File: src/design/bcmq_pkg.sv
// Shared types, sizes and helper functions of the broadcast multi-queue permit block.
package bcmq_pkg;

    localparam int NUM_QUEUES  = 64;
    localparam int QUEUE_DEPTH = 16;
    localparam int MAX_PEERS   = 1024;

    localparam int PEER_W   = 10;
    localparam int QIDX_W   = 6;
    localparam int PERMIT_W = 11;

    localparam int QSEL_W  = (NUM_QUEUES > 1) ? $clog2(NUM_QUEUES) : 1;
    localparam int HEAD_W  = $clog2(QUEUE_DEPTH);
    localparam int COUNT_W = $clog2(QUEUE_DEPTH + 1);

    typedef enum logic [1:0] {
        MODE_ENQUEUE = 2'd0,
        MODE_CLEAR   = 2'd1,
        MODE_NEXT    = 2'd2,
        MODE_READ    = 2'd3
    } mode_t;

    typedef logic [PEER_W-1:0]          peer_t;
    typedef logic [QIDX_W-1:0]          qidx_t;
    typedef logic signed [PERMIT_W-1:0] permit_t;

    localparam permit_t NO_PERMIT = permit_t'(-1);

    typedef struct packed {
        mode_t mode;
        peer_t peer;
        qidx_t queue_index;
    } req_t;

    typedef struct packed {
        permit_t permit_peer;
        logic    dropped;
    } rsp_t;

    typedef struct packed {
        logic  push;
        logic  clear;
        logic  pop;
        peer_t peer;
    } lane_cmd_t;

    typedef struct packed {
        logic    full;
        permit_t permit;
    } lane_stat_t;

    function automatic logic peer_in_range(peer_t p);
        return {{(32-PEER_W){1'b0}}, p} < 32'(MAX_PEERS);
    endfunction

    function automatic logic index_in_range(qidx_t q);
        return {{(32-QIDX_W){1'b0}}, q} < 32'(NUM_QUEUES);
    endfunction

endpackage

File: src/design/bcmq_merge.sv
// Builds one result from the lane status: permit select and the dropped flag.
module bcmq_merge
    import bcmq_pkg::*;
(
    input  req_t       req,
    input  lane_stat_t stat [NUM_QUEUES],
    output rsp_t       rsp
);

    logic              any_full;
    logic [QSEL_W-1:0] sel;

    assign sel = QSEL_W'(req.queue_index);

    always_comb begin
        any_full = 1'b0;
        for (int q = 0; q < NUM_QUEUES; q++) begin
            any_full = any_full | stat[q].full;
        end
    end

    assign rsp.permit_peer = index_in_range(req.queue_index) ? stat[sel].permit : NO_PERMIT;
    assign rsp.dropped     = (req.mode == MODE_ENQUEUE) && peer_in_range(req.peer) && any_full;

endmodule

File: config.mk
export PLATFORM = sky130hd
export DESIGN_NAME = bcmq_merge
export DESIGN_NICKNAME = d
export VERILOG_FILES = /design/src/design/bcmq_pkg.sv /design/src/design/bcmq_merge.sv
export SDC_FILE = /design/constraint.sdc
export NUM_CORES = 1
export LEC_CHECK = 0
export ABC_AREA = 1
export BUFFER_PORTS_ARGS = -buffer_cell sky130_fd_sc_hd__buf_2
export CORE_AREA = 2 2 310 312
export DETAILED_ROUTE_END_ITERATION = 16
export DIE_AREA = 0 0 312 314
export PLACE_DENSITY = 0.39
export SYNTH_ARGS = -nofsm -noshare
export SYNTH_HDL_FRONTEND = slang
export SYNTH_SLANG_ARGS = --single-unit
export TNS_END_PERCENT = 1
File: constraint.sdc
create_clock -name vclk -period 2.8
set_input_delay 0.84 -clock vclk [all_inputs]
set_output_delay 0.84 -clock vclk [all_outputs]
set_load 0.1 [all_outputs]
==> results of run 1 <==
power groups by stage:
stage	Sequential (mW)	Clock (mW)	Combinational [mW]
floorplan	0	0	1.16
global placement	0	0	2.69
detailed placement	0	0	2.67
CTS	0	0	3.04
global route	0	0.000000192	3.31
finish	0	0.000000290	3.02
cell families (layout without fill, tap and decap cells):
family / Yosys count / count (layout) / synth area share, %
other cells: 0 / 6 / 0
buf+inv: 156 / 1032 / 10.4
simple gates: 1525 / 1525 / 89.5
compound gates: 1 / 1 / 0.0688
stage by stage:
step	std cells	setup TNS [ns]	hold slack [ns]	setup slack, ns
2_1_floorplan	1682	-0.398	1.90	-0.0504
3_3_place_gp	3780	-8.74	2.18	-0.842
3_5_place_dp	3780	-8.50	2.17	-0.826
4_1_cts	3823	-6.08	2.07	-0.562
5_1_grt	3827	-6.35	2.09	-0.603
6_report	3829	-5.36	2.07	-0.515
layer usage:
metal  track usage (%)  part of all wire [%]  up-vias
li1                  -                     -     7304
met2              26.7                    48      714
met3              2.02                   5.6       81
met5                 0                  0.16        -
met1              20.5                    45     6809
met4              1.60                   1.5       20
cells in the final DEF (no fill, tap or decap):
cell       instances
a21oi_4            1
buf_12            56
buf_16            22
buf_2            773
buf_4            149
buf_6             17
buf_8              3
bufbuf_16          4
clkbuf_16          1
clkinv_16          1
diode_2            6
inv_1              2
inv_12             1
inv_16             1
inv_2              1
inv_4              1
nand2_1          803
nand2_2           68
nand2_4           10
nand2_8           10
nand3_1          451
nand3_2          108
nand3_4           35
nand3b_1           2
nand4_1            6
nor2_1            25
nor2_2             1
nor3b_2            1
nor4_1             3
nor4_2             1
or2_2              1
repair_timing:
| action | in CTS | in global routing |
|---|---|---|
| setup endpoints to repair | 12 | 12 |
| buffers inserted | 26 | 3 |
| pin swaps | 70 | 43 |
| endpoints found under the hold margin | 0 | 0 |
| gates cloned | 17 | 1 |
| resized for setup | 227 | 85 |
worst max path at each step:
stage / cells past startpoint / slack, ns / to / start
final: 15 / -0.51 / rsp[10] / req[0]
after global routing: 15 / -0.60 / rsp[5] / req[0]
after CTS: 15 / -0.56 / rsp[8] / req[0]
after detailed placement: 12 / -0.83 / rsp[6] / req[0]
after global placement: 12 / -0.84 / rsp[6] / req[0]
after floorplan: 11 / -0.05 / rsp[7] / req[1]
worst max-delay path, stage by stage:
cell	delay, ns
buf_16	0.14
clkinv_16	0.09
buf_16	0.16
buf_12	0.15
buf_12	0.13
buf_6	0.11
nand2_4	0.04
nand3_2	0.07
nand3_4	0.12
nand2_1	0.06
nand2_1	0.08
nand3_2	0.08
nand3_4	0.11
nand2_8	0.06
buf_12	0.16
layout make-up:
type / count / area [um^2] / share of cell area, %
multi-input combinational: 1526 / 7920 / 47.4
timing repair buffer: 1025 / 7110 / 42.5
tap: 1265 / 1580 / 9.47
inverter: 6 / 63.8 / 0.382
timing repair inverter: 1 / 20.0 / 0.120
antenna: 6 / 15.0 / 0.0899
==> flow_summary.json, run 1 <==
{
  "start_util_pct": 7.70,
  "rows": 113,
  "switching_share_pct": 55.8,
  "power_density_nw_per_um2": 181,
  "io_pins": 798,
  "detail-route-antenna-nets": 0,
  "wl_per_cell_um": 20.7,
  "p_clk_share_pct": 0,
  "max_freq_ghz": 0.302,
  "status": "complete, but fails checks",
  "core_um2": 94400,
  "wl_mm": 79.4,
  "avgSynthCellArea_um2": 4.32,
  "synth_most_common_cell": "nand2_1",
  "violations": "setup timing",
  "hp-class": "input pin to output pin",
  "combPwrFrac_pct": 100.0,
  "synth_common_cells": "nand2_1 (891), nand3_1 (594), buf_2 (94), clkbuf_1 (32), nor2_1 (26)",
  "power_mw": 3.02,
  "crit_fanout": 8,
  "synth-seq-area-share_pct": 0,
  "setup_ws_ns": -0.515,
  "p_leak_nw": 8.65,
  "grt_pass1_wl_mm": 108,
  "min_path_cells": 4,
  "switching_power_mw": 1.69,
  "synth_top_area_cell": "nand2_1",
  "end_kind": "output pin",
  "yosysUniqueCellTypes": 16,
  "arrival_ns": 2.47,
  "slew_viol_final": 0,
  "rsz0062_at_grt": "yes",
  "grt.total_usage_pct": 15.3,
  "avgViaCountPerCell": 3.90,
  "vias": 14900,
  "die_y_um": 314,
  "synth_top_area_share_pct": 46.0,
  "final-seq-area_um2": 0,
  "grt_pass1_vias": 15000,
  "internal-power_mw": 1.34,
  "syn2layout_area_growth_pct": 130,
  "synth_cells": 1682,
  "required_ns": 1.96,
  "dpl_cell_area_um2": 14600,
  "gp_congestion": 0.909,
  "timing_worst_setup_path_type": "input pin to output pin",
  "seqPwrFrac_pct": 0,
  "maxCapViolCount": 0,
  "final_area_um2": 16700,
  "die_w_um": 312,
  "synth_fp_nets": 2468,
  "yosys_warnings": 0,
  "final_core_util_pct": 17.7,
  "crit_path_start_kind": "input pin",
  "layout-drive-gt1-share_pct": 49.5,
  "setup_viol": 11,
  "fin_crit_ns": 3.31,
  "clockBufferCount": 0,
  "peakVddDrop_mv": 0.0596,
  "io_buffers": 788,
  "tightest_slew_ns": 0.357,
  "period_share_pct": 118,
  "syn_area_um2": 7270,
  "seq_cell_count": 0,
  "hold_start": "req[17]",
  "overflow": 0,
  "synth_area_leaders": "nand2_1 (46%), nand3_1 (41%), buf_2 (6.5%)",
  "drt-pass1-iter-count": 5,
  "drc": 0,
  "die_area_um2": 98000,
  "hold_viol": 0,
  "cts_hold_buf": 0,
  "drt_iter0_markers": 866,
  "grt_max_degree": 43,
  "relSlewSlack_pct": 76.2,
  "antenna_found_initial": 23,
  "nets": 3346,
  "min_to": "rsp[0]",
  "post-dp-hpwl_mm": 65.6,
  "fillers": 11200
}
Power figures use the tool's default switching activity.
==> inputs of run 2 (changes only) <==
Clock period 2.8 ns to 3.4 ns, I/O delays scaled along.
==> flow_summary.json, run 2 (same netlist as run 1, synthesis figures left out) <==
{
  "rows": 113,
  "cp-startpoint": "req[0]",
  "antenna_found_initial": 15,
  "crit_fanout": 7,
  "nets": 3328,
  "hold_viol": 0,
  "combPwrFrac_pct": 100.0,
  "p_leak_nw": 8.56,
  "tightest_slew_ns": 0.494,
  "timing_worst_setup_path_type": "input pin to output pin",
  "switching_power_mw": 1.38,
  "die_y_um": 314,
  "wl_mm": 77.7,
  "grt_pass1_vias": 14400,
  "max_freq_ghz": 0.270,
  "cp_num_buf_inv": 7,
  "power_density_nw_per_um2": 148,
  "end_kind": "output pin",
  "final_core_util_pct": 17.5,
  "die_w_um": 312,
  "wl_per_cell_um": 20.4,
  "switching_share_pct": 56.3,
  "maxCapViolCount": 0,
  "avgViaCountPerCell": 3.85,
  "fin_crit_ns": 3.70,
  "worstPathCellList": "buf_16, buf_16, buf_12, buf_16, buf_4, nand2_1, nand3_2, nand3_2, nand2_1, nand2_1, nand3_4, buf_12, nand3_4, nand2_4, buf_12",
  "layout_commonest_cell": "nand2_1",
  "detail-route-antenna-nets": 0,
  "crit_path_start_kind": "input pin",
  "clockBufferCount": 0,
  "die_area_um2": 98000,
  "hp-class": "input pin to output pin",
  "path_delay_family": "buffers and inverters",
  "crit_cells": 15,
  "required_ns": 2.38,
  "internal-power_mw": 1.07,
  "seqPwrFrac_pct": 0,
  "setup_ws_ns": -0.300,
  "arrival_ns": 2.68,
  "dpl_cell_area_um2": 14000,
  "io_pins": 798,
  "place_inst": 3765,
  "violations": "setup timing",
  "cpPeakStageDelay_ns": 0.16,
  "drt_iter0_markers": 844,
  "slew_viol_final": 0,
  "core_um2": 94400,
  "seq_cell_count": 0,
  "start_util_pct": 7.70,
  "gp_congestion": 0.939,
  "cp-endpoint": "rsp[11]",
  "rsz0062_at_grt": "yes",
  "relSlewSlack_pct": 67.3,
  "grt_max_degree": 46,
  "drt-pass1-iter-count": 5,
  "io_buffers": 788,
  "vias": 14700,
  "final_area_um2": 16500,
  "drc": 0,
  "hold_slack_ns": 2.53,
  "final_cell_mix": "nand2_1 (811), buf_2 (774), nand3_1 (431)",
  "final-seq-area_um2": 0,
  "period_share_pct": 109,
  "peakVddDrop_mv": 0.0445,
  "final_cells": 3809,
  "status": "complete, but fails checks",
  "overflow": 0,
  "syn2layout_area_growth_pct": 127,
  "post-dp-hpwl_mm": 64.2,
  "setup_viol": 11,
  "grt_pass1_wl_mm": 101,
  "p_clk_share_pct": 0,
  "layout-drive-gt1-share_pct": 49.5,
  "grt.total_usage_pct": 14.4,
  "cpMaxStageDelayCell": "buf_16"
}
-- run 2: changes by cell type in the layout (fill, tap and decap cells not counted), sizes merged --
cell / change
buf: -23
clkinv: +1
clkbuf: +6
inv: -2
diode: -2
-- run 2: layout make-up --
cell class	instances	area, um^2
Timing Repair Buffer	1008	6970
Fill cell	11200	78000
Inverter	6	80.1
Tap cell	1265	1580
Antenna cell	4	10.0
Multi-Input combinational cell	1526	7850
-- run 2: metrics by stage --
step | setup WS, ns | setup TNS (ns) | total power, mW
after global routing | -0.376 | -3.92 | 2.67
after detailed placement | -0.773 | -7.60 | 2.08
after global placement | -0.792 | -7.68 | 2.09
after CTS | -0.404 | -4.33 | 2.27
final | -0.300 | -2.96 | 2.45
after floorplan | -0.239 | -2.62 | 0.881
-- run 2: worst min-delay path by stage --
stage	startpoint	to	slack [ns]	cells past startpoint
2_1_floorplan	req[16]	rsp[0]	2.30	2
3_3_place_gp	req[17]	rsp[0]	2.52	4
3_5_place_dp	req[16]	rsp[0]	2.52	4
4_1_cts	req[16]	rsp[0]	2.53	4
5_1_grt	req[16]	rsp[0]	2.54	4
6_report	req[16]	rsp[0]	2.53	4
-- run 2: repair_timing --
action                     CTS  global route
buffers inserted            11            19
setup endpoints to repair   11            11
gates resized for setup    142           252
cloned                       9             6
pin swaps                   16            82
hold buffers                 0             0
-- run 2: routing by layer --
| layer | GRT usage [%] | part of all wire, % | up-vias | wire length (um) |
|---|---|---|---|---|
| met2 | 25.0 | 47 | 637 | 36700 |
| met1 | 19.2 | 45 | 6683 | 34900 |
| met5 | 0 | 0.11 | - | 83 |
| li1 | - | - | 7261 | - |
| met4 | 1.67 | 1.3 | 12 | 1010 |
| met3 | 2.41 | 6.5 | 58 | 5010 |
-- run 2: power by group through the flow --
stage                     Combinational (mW)  Sequential, mW    Clock [mW]
final                                   2.45               0   0.000000218
after global routing                    2.67               0  0.0000000394
after CTS                               2.27               0             0
after detailed placement                2.08               0             0
after global placement                  2.09               0             0
after floorplan                        0.881               0             0
==> inputs of run 3 (changes only) <==
Settings changed: ABC_AREA 1 to unset, CORE_AREA 2 2 310 312 to 2 2 313 315, DIE_AREA 0 0 312 314 to 0 0 315 317, PLACE_DENSITY 0.39 to 0.38.
Clock period 3.4 ns to 3.3 ns, I/O delays scaled along.
==> flow_summary.json, run 3 <==
{
  "status": "complete, but fails checks",
  "violations": "setup timing",
  "io_pins": 798,
  "yosysUniqueCellTypes": 33,
  "setup_ws_ns": -0.709,
  "dpl_cell_area_um2": 12400,
  "vias": 8839,
  "synth_cells": 438,
  "detail-route-antenna-nets": 0,
  "max_freq_ghz": 0.249,
  "synth_common_cells": "mux4_2 (169), mux2i_1 (29), o22ai_1 (22), buf_2 (19), a21oi_1 (18)",
  "path_delay_family": "buffers and inverters",
  "final_cell_mix": "buf_2 (773), mux4_2 (171), buf_4 (119)",
  "grt_pass1_wl_mm": 79.5,
  "p_clk_share_pct": 0,
  "avgViaCountPerCell": 3.37,
  "timing_worst_setup_path_type": "input pin to output pin",
  "crit_path_start_kind": "input pin",
  "drc": 0,
  "avgSynthCellArea_um2": 13.3,
  "relSlewSlack_pct": 67.6,
  "core_um2": 96300,
  "layout-drive-gt1-share_pct": 91.1,
  "grt.total_usage_pct": 11.8,
  "antenna_found_initial": 52,
  "combPwrFrac_pct": 100.0,
  "hold_slack_ns": 2.32,
  "final-seq-area_um2": 0,
  "final_cells": 2626,
  "syn_area_um2": 5840,
  "synth_most_common_cell": "mux4_2",
  "crit_cells": 10,
  "synthXorXnorAreaFrac_pct": 0,
  "synth-seq-area-share_pct": 0,
  "p_leak_nw": 5.90,
  "die_area_um2": 99900,
  "yosys_warnings": 0,
  "required_ns": 2.31,
  "synth_compound_area_share_pct": 11.7,
  "die_w_um": 315,
  "setup_tns_ns": -7.49,
  "seq_cell_count": 0,
  "io_buffers": 788,
  "period_share_pct": 121,
  "final_area_um2": 13500,
  "yosys.area_share.adder_pct": 0,
  "post-dp-hpwl_mm": 58.4,
  "grt_pass1_vias": 9484,
  "internal-power_mw": 1.12,
  "clockBufferCount": 0,
  "fin_crit_ns": 4.01,
  "switching_share_pct": 45.8,
  "yosys.area_share.simple_pct": 6.15,
  "start_util_pct": 6.07,
  "gp_congestion": 0.862,
  "nets": 2119,
  "die_y_um": 317,
  "grt_max_degree": 43,
  "hold_viol": 0,
  "place_inst": 2576,
  "power_mw": 2.07,
  "power_density_nw_per_um2": 153,
  "synth_fp_nets": 1224,
  "drt_iter0_markers": 333,
  "wl_mm": 63.6,
  "synthMuxAreaShare_pct": 74.6,
  "cpPeakStageDelay_ns": 0.49,
  "cp-endpoint": "rsp[4]",
  "rows": 114,
  "synth_top_area_share_pct": 65.2,
  "hp-class": "input pin to output pin",
  "arrival_ns": 3.02,
  "rsz0062_at_grt": "yes",
  "wl_per_cell_um": 24.2,
  "tightest_slew_ns": 0.486,
  "layout_commonest_cell": "buf_2",
  "end_kind": "output pin",
  "syn2layout_area_growth_pct": 131,
  "synth_top_family_by_area": "multiplexers",
  "seqPwrFrac_pct": 0,
  "synth_top_area_cell": "mux4_2",
  "overflow": 0,
  "synth_area_leaders": "mux4_2 (65%), mux2i_1 (5.0%), mux4_1 (3.1%)",
  "cpMaxStageDelayCell": "mux4_2",
  "setup_viol": 11,
  "slew_viol_final": 0,
  "drt-pass1-iter-count": 4,
  "crit_fanout": 6,
  "cp-startpoint": "req[1]",
  "switching_power_mw": 0.947,
  "peakVddDrop_mv": 0.0931,
  "cp_num_buf_inv": 5,
  "maxCapViolCount": 0,
  "worstPathCellList": "buf_12, bufbuf_16, buf_4, mux4_2, mux2_4, o21ai_2, a21oi_2, buf_4, a22o_4, buf_12"
}
==> run 3: cell count changes in the layout (fill, tap and decap cells not counted), moves of 32 or more <==
| cell | delta |
|---|---|
| mux4_2 | +171 |
| nand3_4 | -32 |
| nand2_2 | -63 |
| nand3_1 | -428 |
| nand2_1 | -802 |
| nand3_2 | -131 |
==> run 3: cell type report <==
class                           count  area [um^2]
Tap cell                         1276         1600
Timing Repair Buffer              954         5910
Antenna cell                       19         47.5
Multi-Input combinational cell    377         5940
Fill cell                       11000        82800
==> run 3: through the flow <==
step	setup slack, ns	utilization, %
floorplan	-0.206	-
global placement	-1.20	12.9
detailed placement	-1.16	12.9
CTS	-0.788	13.6
global route	-0.770	14.0
finish	-0.709	14.0
==> run 3: logic make-up (layout without fill, tap and decap cells) <==
| kind of cell | after synthesis | after routing |
|---|---|---|
| AOI/OAI and AO/OA | 100 | 100 |
| buffers and inverters | 61 | 954 |
| muxes | 212 | 212 |
| other | 0 | 19 |
| and+or+nand+nor | 65 | 65 |
==> run 3: power by group through the flow <==
stage                     Sequential (mW)  Combinational [mW]    Clock, mW
after floorplan                         0               0.888            0
after global routing                    0                2.21  0.000000406
after detailed placement                0                1.94            0
final                                   0                2.07  0.000000846
after global placement                  0                1.93            0
after CTS                               0                2.08            0
==> run 3: repair_timing <==
action                                 in CTS  in global routing
pin swaps                                  12                 14
gates resized for setup                    87                 50
gates cloned                                5                  1
endpoints found under the hold margin       0                  0
hold buffers                                0                  0
buffers inserted                           11                 24
setup endpoints to repair                  12                 12
==> run 3: per-layer routing <==
metal | vias to the layer above | track usage, % | wire (um)
li1 | 3895 | - | -
met1 | 4312 | 14.5 | 25700
met2 | 540 | 21.9 | 32300
met3 | 72 | 1.96 | 4190
met4 | 20 | 1.42 | 1200
met5 | - | 0 | 134
==> run 3: how the worst min path moves through the flow <==
| stage | startpoint | slack, ns | cells past startpoint | endpoint |
|---|---|---|---|---|
| final | req[17] | 2.32 | 3 | rsp[0] |
| after CTS | req[17] | 2.38 | 3 | rsp[0] |
| after floorplan | req[16] | 2.16 | 1 | rsp[0] |
| after global placement | req[17] | 2.39 | 3 | rsp[0] |
| after global routing | req[17] | 2.34 | 3 | rsp[0] |
| after detailed placement | req[17] | 2.38 | 3 | rsp[0] |
==> run 3: worst min-delay path, stage by stage <==
cell and delay, ns:
buf_2 0.08, nor3_2 0.03, buf_4 0.22
