### src/design/bcmq_pkg.sv
// Shared types, sizes and helper functions of the broadcast multi-queue permit block.
package bcmq_pkg;

    localparam int NUM_QUEUES  = 64;
    localparam int QUEUE_DEPTH = 16;
    localparam int MAX_PEERS   = 1024;

    localparam int PEER_W   = 10;
    localparam int QIDX_W   = 6;
    localparam int PERMIT_W = 11;

    localparam int QSEL_W  = (NUM_QUEUES > 1) ? $clog2(NUM_QUEUES) : 1;
    localparam int HEAD_W  = $clog2(QUEUE_DEPTH);
    localparam int COUNT_W = $clog2(QUEUE_DEPTH + 1);

    typedef enum logic [1:0] {
        MODE_ENQUEUE = 2'd0,
        MODE_CLEAR   = 2'd1,
        MODE_NEXT    = 2'd2,
        MODE_READ    = 2'd3
    } mode_t;

    typedef logic [PEER_W-1:0]          peer_t;
    typedef logic [QIDX_W-1:0]          qidx_t;
    typedef logic signed [PERMIT_W-1:0] permit_t;

    localparam permit_t NO_PERMIT = permit_t'(-1);

    typedef struct packed {
        mode_t mode;
        peer_t peer;
        qidx_t queue_index;
    } req_t;

    typedef struct packed {
        permit_t permit_peer;
        logic    dropped;
    } rsp_t;

    typedef struct packed {
        logic  push;
        logic  clear;
        logic  pop;
        peer_t peer;
    } lane_cmd_t;

    typedef struct packed {
        logic    full;
        permit_t permit;
    } lane_stat_t;

    function automatic logic peer_in_range(peer_t p);
        return {{(32-PEER_W){1'b0}}, p} < 32'(MAX_PEERS);
    endfunction

    function automatic logic index_in_range(qidx_t q);
        return {{(32-QIDX_W){1'b0}}, q} < 32'(NUM_QUEUES);
    endfunction

endpackage

### src/design/bcmq_lane.sv
// One queue lane: ring storage, head and count pointers, and the permit register.
module bcmq_lane
    import bcmq_pkg::*;
(
    input  logic       aclk,
    input  logic       aresetn,
    input  lane_cmd_t  cmd,
    output lane_stat_t stat
);

    localparam int SUM_W = COUNT_W + 1;

    peer_t                store_reg [QUEUE_DEPTH];
    logic [HEAD_W-1:0]    head_reg;
    logic [HEAD_W-1:0]    head_next;
    logic [COUNT_W-1:0]   count_reg;
    logic [COUNT_W-1:0]   count_next;
    permit_t              permit_reg;
    permit_t              permit_next;
    logic                 full;
    logic                 wr_en;
    logic [SUM_W-1:0]     tail_sum;
    logic [HEAD_W-1:0]    tail;
    logic [HEAD_W-1:0]    head_inc;

    assign full     = (count_reg == COUNT_W'(QUEUE_DEPTH));
    assign tail_sum = SUM_W'(head_reg) + SUM_W'(count_reg);
    assign tail     = (tail_sum >= SUM_W'(QUEUE_DEPTH))
                    ? HEAD_W'(tail_sum - SUM_W'(QUEUE_DEPTH))
                    : HEAD_W'(tail_sum);
    assign head_inc = (head_reg == HEAD_W'(QUEUE_DEPTH - 1)) ? '0 : head_reg + 1'b1;

    always_comb begin
        head_next   = head_reg;
        count_next  = count_reg;
        permit_next = permit_reg;
        wr_en       = 1'b0;
        if (cmd.clear) begin
            head_next  = '0;
            count_next = '0;
        end else if (cmd.push) begin
            if (!full) begin
                wr_en      = 1'b1;
                count_next = count_reg + 1'b1;
            end
        end else if (cmd.pop) begin
            if (count_reg != '0) begin
                permit_next = signed'({1'b0, store_reg[head_reg]});
                head_next   = head_inc;
                count_next  = count_reg - 1'b1;
            end else begin
                permit_next = NO_PERMIT;
            end
        end
    end

    always_ff @(posedge aclk) begin
        if (!aresetn) begin
            head_reg   <= '0;
            count_reg  <= '0;
            permit_reg <= NO_PERMIT;
        end else begin
            head_reg   <= head_next;
            count_reg  <= count_next;
            permit_reg <= permit_next;
        end
    end

    always_ff @(posedge aclk) begin
        if (wr_en) begin
            store_reg[tail] <= cmd.peer;
        end
    end

    assign stat.full   = full;
    assign stat.permit = permit_next;

endmodule

### config.mk
export PLATFORM = sky130hd
export DESIGN_NAME = bcmq_lane
export DESIGN_NICKNAME = d
export VERILOG_FILES = /design/src/design/bcmq_pkg.sv /design/src/design/bcmq_lane.sv
export SDC_FILE = /design/constraint.sdc
export NUM_CORES = 1
export LEC_CHECK = 0
export BUFFER_PORTS_ARGS = -buffer_cell sky130_fd_sc_hd__buf_2
export CORE_MARGIN = 8
export CORE_UTILIZATION = 45
export CTS_BUF_LIST = sky130_fd_sc_hd__clkbuf_2 sky130_fd_sc_hd__clkbuf_4 sky130_fd_sc_hd__clkbuf_8
export DETAILED_ROUTE_END_ITERATION = 7
export MAX_ROUTING_LAYER = met4
export PLACE_DENSITY_LB_ADDON = 0.08
export SLEW_MARGIN = 20
export SYNTH_ARGS = -nofsm -noshare
export SYNTH_HDL_FRONTEND = slang
export SYNTH_SLANG_ARGS = --single-unit
### constraint.sdc
create_clock -name aclk -period 3.05 [get_ports aclk]
set_input_delay 0.61 -clock aclk [delete_from_list [all_inputs] [get_ports aclk]]
set_output_delay 0.61 -clock aclk [all_outputs]
set_load 0.03 [all_outputs]
==> results.json, run 1 <==
{
  "outcome": "finished, final reports clean",
  "p_leak_nw": 2.815,
  "tns_ns": 0,
  "slew_headroom_pct": 65.99,
  "start_util_pct": 45.47,
  "detail_route.wl_per_cell_um": 22.31,
  "grt_max_degree": 33,
  "cp-end-kind": "output port",
  "io_pins": 27,
  "fin_skew_ns": 0.009913,
  "synth_top_flop_cell": "edfxtp_1",
  "yosysWarnings": 0,
  "rows": 47,
  "dp_hpwl_um": 11550,
  "cts_buffers": 17,
  "antenna_cells": 0,
  "crit_fanout": 8,
  "min_path_type": "in2reg",
  "io_buffers": 26,
  "gp_congestion": 0.7932,
  "vias": 4082,
  "seqPwrFrac_pct": 59.4,
  "nets": 539,
  "maxSlewViolCount": 0,
  "grt_pass1_vias": 4422,
  "insertion_delay_ns": 0.45,
  "worst_ep_required_time_ns": 2.44,
  "critPathArrivalTime_ns": 2.33,
  "largest_register_ffs": 160,
  "die_width_um": 144.5,
  "synth_nets": 476,
  "fillCellCount": 1414,
  "grt.total_usage_pct": 17.80,
  "syn-cell-area_um2": 7433,
  "die_h_um": 144.5,
  "power_switching_mw": 0.9750,
  "core_area_um2": 16350,
  "yosysTopAreaCell": "edfxtp_1",
  "antenna_found_initial": 0,
  "tritoncts": "built",
  "syn_to_final_growth_pct": 14.29,
  "swShare_pct": 20.90,
  "register_area_um2": 5294,
  "finalHoldViolCount": 0,
  "worst_setup_path_start_kind": "flip-flop",
  "fmax_mhz": 340.6,
  "pwr-share-clk_pct": 35.1,
  "yosysUniqueCellTypes": 48,
  "ir_drop_v": 0.0002798,
  "drv_cap": 0,
  "min_period_ns": 2.936,
  "internal_power_mw": 3.691,
  "setup_viol": 0,
  "path_clk_slew_ns": 0.08,
  "power_density_nw_per_um2": 549.2,
  "cts_max_level": 4,
  "clock_path_buffers": 2,
  "routed_wl_um": 16690,
  "ys_seq_elements": 184,
  "antenna_left": 0,
  "path_class": "reg2out",
  "async_flop_share_pct": 0,
  "grt.overflow.total": 0,
  "cts.sinks": 184,
  "min_period_over_period_pct": 96.27,
  "multi_input_area_um2": 2036,
  "die-area_um2": 20890,
  "grt_pass1_wl_um": 25810,
  "syn_inst": 452,
  "tightest_slew_ns": 0.5033,
  "synth_top_area_share_pct": 64.64,
  "cts_root_buf": "clkbuf_8",
  "p_comb_share_pct": 5.5,
  "synthTopCellsByArea": "edfxtp_1 (65%), dfxtp_1 (6.5%), mux4_2 (5.5%)",
  "drive_above_1_share_pct": 25.95,
  "ys_seq_area_share_pct": 71.10,
  "rsz0062_at_grt": "true",
  "synth_area_per_cell_um2": 16.45,
  "synth_edf_count": 160,
  "drt_iter0_markers": 244,
  "route.detailed.drc": 0,
  "viasPerCell": 5.457,
  "drt_pass1_iterations": 5,
  "fin_hold_ws_ns": 0.3826
}
cell usage in the layout, fill, tap and decap left out, types with 9 or more instances in the layout:
master    instances
edfxtp_1        160
nor2_1           37
mux2i_1          37
buf_4            36
buf_2            25
nand2_1          22
dfxtp_1          21
clkbuf_8         20
mux4_2           18
a22oi_1          16
nand3_1          14
mux2_2            9
area by class of cell:
type | count | area share (%)
Timing Repair Buffer | 65 | 5.508
Sequential cell | 184 | 62.31
Multi-Input combinational cell | 242 | 23.96
Clock buffer | 25 | 3.682
Clock inverter | 7 | 1.075
Inverter | 5 | 0.2209
Tap cell | 220 | 3.240
stage by stage:
stage | power (mW) | cell area (um2) | setup WS [ns] | utilization, % | cells
finish | 4.666 | 8496 | 0.1139 | 51.97 | 748
global route | 4.851 | 8496 | -0.03053 | 51.97 | 748
CTS | 4.706 | 8429 | 0.005576 | 51.56 | 744
detailed placement | 3.086 | 8016 | 0.1217 | 49.04 | 712
global placement | 3.079 | 8016 | 0.1209 | 49.04 | 712
floorplan | 2.986 | 7433 | 0.5124 | - | 452
cell families after synthesis:
group / Yosys count / share of synthesized area (%)
buffers and inverters: 26 / 1.767
multiplexers: 64 / 11.80
AO/OA/AOI/OAI: 60 / 5.992
adder cells (fa/ha/maj): 9 / 1.717
AND/OR/NAND/NOR: 99 / 6.447
flip-flops: 184 / 71.10
XOR/XNOR: 10 / 1.178
critical path, cell delays in order (launching register included):
cell	delay, ns
dfxtp_1	0.32
buf_4	0.18
nor4bb_1	0.44
buf_4	0.27
and2_1	0.20
a22o_1	0.16
nor2_1	0.05
nand2_1	0.06
buf_2	0.20
routing by layer:
metal / part of all wire, % / GRT usage (%) / up-vias
li1: - / - / 1898
met1: 46 / 21.84 / 2091
met2: 51 / 29.17 / 79
met3: 2.9 / 3.962 / 14
met4: 1.1 / 5.148 / 0
met5: 0 / - / -
final timing paths:
| path | slack, ns | endpoint | from | depth (start not counted) |
|---|---|---|---|---|
| setup / recovery | 0.11 | stat[1] | flip-flop | 8 |
| hold reg to reg | 0.46 | permit_reg[0]$_SDFF_PN1_ | permit_reg[0]$_SDFF_PN1_ | 2 |
| hold / removal | 0.38 | permit_reg[4]$_SDFF_PN1_ | aresetn | 2 |
| setup reg to reg | 0.44 | store_reg[12][4]$_DFFE_PP_ | count_reg[0]$_SDFFE_PP0P_ | 5 |
synth_stat cells, types with 2 or more instances:
| cell type | n |
|---|---|
| nor3b_1 | 2 |
| a21oi_1 | 9 |
| buf_6 | 2 |
| xnor2_1 | 8 |
| o22ai_1 | 6 |
| nor3_1 | 3 |
| edfxtp_1 | 160 |
| mux4_2 | 18 |
| nand2b_1 | 3 |
| dfxtp_1 | 24 |
| buf_4 | 2 |
| a22oi_1 | 16 |
| a311oi_1 | 2 |
| nor2_1 | 37 |
| nand3b_1 | 2 |
| a31oi_1 | 6 |
| ha_1 | 7 |
| a21o_1 | 3 |
| nand3_1 | 14 |
| nand2_1 | 22 |
| a22o_1 | 8 |
| xor2_1 | 2 |
| mux2i_1 | 37 |
| inv_1 | 5 |
| nor2b_1 | 3 |
| a32o_1 | 3 |
| buf_1 | 4 |
| buf_2 | 9 |
| clkbuf_1 | 4 |
| fa_1 | 2 |
| and2_1 | 3 |
| a2111oi_0 | 2 |
| mux2_2 | 9 |
repair_timing:
action,in CTS,in global routing
pin swaps,0,0
cloned,0,1
resized for setup,3,6
setup endpoints to repair,9,10
setup buffers,0,3
hold buffers,0,0
power by group through the flow:
stage                     registers (mW)  logic [mW]  clock network [mW]
after detailed placement            2.83       0.253                   0
after floorplan                     2.83       0.158                   0
after global routing                2.78       0.283                1.79
final                               2.77       0.258                1.64
after CTS                           2.77       0.254                1.68
after global placement              2.83       0.248                   0
(Power assumes the default switching activity.)
==> run 2: changes to the inputs <==
ABC_AREA = 1   (was unset)
==> run 2 against run 1 <==
Compared with the run above:
- synthesized cell count up 77%
- final area up 4.9%
- register-to-register slack better by 0.17 ns
- cell count up 44%
- sequential power about the same
- fmax up 1.5%
- critical path type unchanged
- largest cell class unchanged
==> results.json, run 2 <==
{
  "outcome": "finished, final reports clean",
  "cts_max_level": 4,
  "layout_commonest_cell": "nand2_1",
  "path_clk_slew_ns": 0.09,
  "antenna_left": 0,
  "synthTopCellsByArea": "edfxtp_1 (60%), nand2_1 (9.9%), nand3_1 (7.1%)",
  "fmax_mhz": 345.8,
  "cts_root_buf": "clkbuf_8",
  "placed_area_um2": 8487,
  "worst_ep_required_time_ns": 2.44,
  "setup_viol": 0,
  "stdcell_area_um2": 8916,
  "dp_hpwl_um": 12730,
  "finalHoldViolCount": 0,
  "rsz0062_at_grt": "false",
  "tns_ns": 0,
  "fin_skew_ns": 0.01135,
  "p_leak_nw": 3.643,
  "routed_wl_um": 19760,
  "synth_edf_count": 160,
  "fin_hold_ws_ns": 0.4337,
  "clock_path_buffers": 2,
  "ys_seq_elements": 184,
  "grt_pass1_wl_um": 30710,
  "synth_top_flop_cell": "edfxtp_1",
  "highest_layer": "met4",
  "core_area_um2": 17720,
  "antenna_found_initial": 0,
  "syn_to_final_growth_pct": 10.91,
  "cts.sinks": 184,
  "cp-end-kind": "output port",
  "nets": 861,
  "synth_top_area_share_pct": 59.77,
  "grt_max_degree": 81,
  "synth_common_cells": "nand2_1 (212), edfxtp_1 (160), nand3_1 (114), inv_1 (110), nor2_1 (74)",
  "wl_met1_um": 8896,
  "io_buffers": 26,
  "min_path_type": "in2reg",
  "vias": 5434,
  "insertion_delay_ns": 0.46,
  "synth_area_per_cell_um2": 10.06,
  "yosysWarnings": 0,
  "critPathArrivalTime_ns": 2.28,
  "die-area_um2": 22400,
  "viasPerCell": 5.036,
  "path_class": "reg2out",
  "worst_setup_path_start_kind": "flip-flop",
  "drt_iter0_markers": 540,
  "syn-cell-area_um2": 8039,
  "slew_headroom_pct": 63.04,
  "largest_register_ffs": 160,
  "tritoncts": "built",
  "grt.total_usage_pct": 19.02,
  "maxSlewViolCount": 0,
  "grt_pass1_vias": 5425,
  "crit_fanout": 80,
  "rows": 49,
  "yosysTopAreaCell": "edfxtp_1",
  "met3WireLength_um": 1042,
  "start_util_pct": 45.37,
  "power_density_nw_per_um2": 545.4,
  "p_total_mw": 4.863,
  "ir_drop_v": 0.0002550,
  "synthMostInstantiatedCell": "nand2_1",
  "drt_pass1_iterations": 5,
  "drv_cap": 0,
  "detail_route.wl_per_cell_um": 18.31,
  "min_period_over_period_pct": 94.82,
  "synth_nets": 823,
  "final_cell_mix": "nand2_1 (212), edfxtp_1 (160), nand3_1 (114)",
  "io_pins": 27,
  "route.detailed.drc": 0,
  "min_period_ns": 2.892,
  "drive_above_1_share_pct": 11.88,
  "yosysUniqueCellTypes": 28,
  "ys_seq_area_share_pct": 65.74,
  "final_util_pct": 50.32,
  "tightest_slew_ns": 0.5536,
  "syn_inst": 799,
  "die_h_um": 149.7,
  "antenna_cells": 0,
  "cts_buffers": 17,
  "dr_wl_met2_um": 9063,
  "grt.overflow.total": 0,
  "die_width_um": 149.7,
  "gp_congestion": 0.8689,
  "async_flop_share_pct": 0
}
## run 2: timing repair
action                                  in CTS  in global routing
gates resized for setup                      0                  5
hold buffers                                 0                  0
endpoints found under the setup margin       0                  6
setup buffers                                0                  0
## run 2: where the power goes
group	internal, mW	total (mW)	switching (mW)
Sequential	2.77	2.80	0.0229
Clock	0.814	1.67	0.859
Combinational	0.110	0.395	0.285
Total	3.70	4.86	1.17
## run 2: through the flow
stage | setup slack (ns) | instances
floorplan | 0.9135 | 799
global placement | 0.4736 | 1047
detailed placement | 0.4566 | 1047
CTS | 0.06468 | 1079
global route | 0.004798 | 1079
finish | 0.1581 | 1079
## run 2: final timing paths
check,start,end,slack (ns),cells after the start
setup reg to reg,count_reg[0]$_SDFFE_PP0P_,store_reg[14][6]$_DFFE_PP_,0.61,5
hold / removal,aresetn,permit_reg[3]$_SDFF_PN1_,0.43,2
hold reg to reg,permit_reg[10]$_SDFF_PN1_,permit_reg[10]$_SDFF_PN1_,0.52,2
setup / recovery,flip-flop,stat[7],0.16,10
## run 2: cells by family (layout without fill, tap and decap cells)
logic type,count (synthesis),count (layout),share of synthesized area [%]
and+or+nand+nor,431,431,22.86
AOI/OAI and AO/OA,19,19,1.245
xor gates and xnor gates,9,9,0.9806
buffers and inverters,147,198,7.580
DFF,184,184,65.74
adders and majority gates,9,9,1.588
## run 2: area by class of cell
type / instances / area (um2)
well taps: 229 / 286.5
flip-flops and latches: 184 / 5288
fillers: 1627 / 8802
inverters: 114 / 435.4
clock buffers: 22 / 290.3
clock inverters: 10 / 121.4
repair buffers: 52 / 345.3
multi-input cells: 468 / 2150
## run 2: worst max-delay path, cell delays in order, from the launching register on
cell and delay [ns]:
dfxtp_2 0.44, buf_16 0.31, nor2_1 0.09, nor2_1 0.14, nand2_1 0.07, nand3_1 0.09, nand3_1 0.17, nand3_1 0.13
nand2_1 0.08, inv_1 0.05, buf_2 0.19
## run 2: metal layers
metal	vias up	global-route usage, %
met4	0	9.545
met2	152	28.06
met3	40	3.719
met5	-	-
li1	2661	-
met1	2581	24.71
==> run 3: changes to the inputs <==
REMOVE_ABC_BUFFERS = 1   (was unset)
==> run 3 against run 2 <==
Compared with the run above:
- global-route usage is 1.2 points lower
- fmax is 1.9% higher
- highest routed layer unchanged
- sequential share of layout area is essentially flat
- cell count barely moved
- core utilization about the same
- critical path type unchanged
- worst setup slack better by 0.053 ns
==> results.json, run 3 (synthesized netlist as in run 2, its figures left out) <==
{
  "grt_pass1_vias": 5009,
  "final_cell_mix": "nand2_1 (212), edfxtp_1 (160), nand3_1 (114)",
  "final_util_pct": 50.28,
  "drt_iter0_markers": 372,
  "gp_congestion": 0.7940,
  "cts.sinks": 184,
  "drt_pass1_iterations": 5,
  "die_width_um": 149.7,
  "p_comb_share_pct": 8.0,
  "r2r_setup_slack_ns": 0.60,
  "grt.overflow.total": 0,
  "fin_hold_ws_ns": 0.4715,
  "grt_pass1_wl_um": 28880,
  "seqPwrFrac_pct": 58.0,
  "fmax_mhz": 352.2,
  "multi_input_area_um2": 2145,
  "worstReg2RegStart": "count_reg[0]$_SDFFE_PP0P_",
  "dp_hpwl_um": 12090,
  "antenna_left": 0,
  "stdcell_area_um2": 8909,
  "p_leak_nw": 3.662,
  "syn_to_final_growth_pct": 10.82,
  "tightest_slew_ns": 0.8555,
  "finalHoldViolCount": 0,
  "antenna_cells": 0,
  "clock_path_buffers": 2,
  "layout_commonest_cell": "nand2_1",
  "grt.total_usage_pct": 17.86,
  "wl_met1_um": 8572,
  "vias": 5371,
  "drv_cap": 0,
  "die-area_um2": 22400,
  "min_period_ns": 2.839,
  "fin_skew_ns": 0.01202,
  "crit_fanout": 20,
  "swShare_pct": 22.71,
  "io_pins": 27,
  "io_buffers": 26,
  "die_h_um": 149.7,
  "regToRegEndpoint": "store_reg[12][3]$_DFFE_PP_",
  "cpMostUsedCell": "nand3_1",
  "power_switching_mw": 1.094,
  "insertion_delay_ns": 0.46,
  "drive_above_1_share_pct": 11.75,
  "max_stage_delay_ns": 0.62,
  "antenna_found_initial": 0,
  "grt_max_degree": 81,
  "core_area_um2": 17720,
  "register_area_um2": 5288,
  "outcome": "finished, final reports clean",
  "met3WireLength_um": 846,
  "viasPerCell": 4.973,
  "cts_root_buf": "clkbuf_8",
  "cp-end-kind": "output port",
  "setup_viol": 0,
  "min_period_over_period_pct": 93.09,
  "ff2ff_path_depth": 6,
  "power_density_nw_per_um2": 540.9,
  "rows": 49,
  "placed_area_um2": 8507,
  "pwr-share-clk_pct": 34.1,
  "cts_max_level": 4,
  "post-place-cells": 1048,
  "slew_headroom_pct": 42.90,
  "worst_ep_required_time_ns": 2.44,
  "cts_buffers": 17,
  "rsz0062_at_grt": "false",
  "path_clk_slew_ns": 0.08,
  "fin_cells": 1080,
  "start_util_pct": 45.37,
  "internal_power_mw": 3.724,
  "fillCellCount": 1612,
  "cp_slowest_cell": "inv_1",
  "crit_end": "stat[2]",
  "path_class": "reg2out",
  "dr_wl_met2_um": 9178,
  "tritoncts": "built",
  "highest_layer": "met4",
  "tns_ns": 0,
  "crit_chain": "inv_1, nand3_1, nand3_1, nand3_1, nand2_1, inv_1, buf_2",
  "ir_drop_v": 0.0002934,
  "min_path_type": "in2reg",
  "route.detailed.drc": 0,
  "maxSlewViolCount": 0,
  "worst_setup_path_start_kind": "flip-flop",
  "routed_wl_um": 18910,
  "critPathArrivalTime_ns": 2.23,
  "largest_register_ffs": 160,
  "nets": 862,
  "detail_route.wl_per_cell_um": 17.51
}
## run 3: cell types whose count changed in the layout (fill, tap and decap cells not counted), sizes merged
cell	delta
buf	+1
clkbuf	+5
clkinv	-2
clkinvlp	-3
## run 3: per-layer routing
| metal | GRT usage [%] | vias up |
|---|---|---|
| li1 | - | 2658 |
| met1 | 22.53 | 2569 |
| met2 | 28.47 | 122 |
| met3 | 3.538 | 22 |
| met4 | 5.897 | 0 |
| met5 | - | - |
## run 3: how the worst min path moves through the flow
stage	start	to	slack, ns	depth (start not counted)
after floorplan	permit_reg[10]$_SDFF_PN1_	permit_reg[10]$_SDFF_PN1_	0.46	2
after global placement	permit_reg[10]$_SDFF_PN1_	permit_reg[10]$_SDFF_PN1_	0.49	2
after detailed placement	permit_reg[10]$_SDFF_PN1_	permit_reg[10]$_SDFF_PN1_	0.49	2
after CTS	cmd[11]	head_reg[2]$_SDFFE_PP0P_	0.44	4
after global routing	aresetn	permit_reg[1]$_SDFF_PN1_	0.46	2
final	cmd[11]	head_reg[2]$_SDFFE_PP0P_	0.47	4
## run 3: timing repair
item | 4_1_cts | 5_1_grt
buffers inserted | 0 | 0
hold buffers | 0 | 0
resized for setup | 0 | 2
endpoints found under the setup margin | 0 | 4
## run 3: critical path, delay by kind of cell (launching register included)
family                 cells  cell delay [ns]
buffers and inverters      3             0.83
flip-flops                 1             0.32
AND/OR/NAND/NOR            4             0.64
## run 3: final cells by class
cell class / count / area share [%]
Multi-Input combinational cell: 468 / 24.07
Clock inverter: 5 / 0.8287
Timing Repair Buffer: 53 / 4.017
Tap cell: 229 / 3.216
Inverter: 114 / 4.902
Clock buffer: 27 / 3.610
Sequential cell: 184 / 59.35
## run 3: through the flow
| step | setup slack (ns) | power [mW] |
|---|---|---|
| after floorplan | -0.5712 | 3.077 |
| after global placement | 0.5036 | 3.230 |
| after detailed placement | 0.4905 | 3.237 |
| after CTS | 0.1070 | 4.852 |
| after global routing | 0.01897 | 4.989 |
| final | 0.2108 | 4.818 |
## run 3: power by group through the flow
stage                     clock network, mW  registers (mW)  logic [mW]
after floorplan                           0            2.86       0.219
after global placement                    0            2.85       0.380
after detailed placement                  0            2.85       0.386
after CTS                              1.67            2.79       0.388
after global routing                   1.76            2.80       0.428
final                                  1.64            2.79       0.384
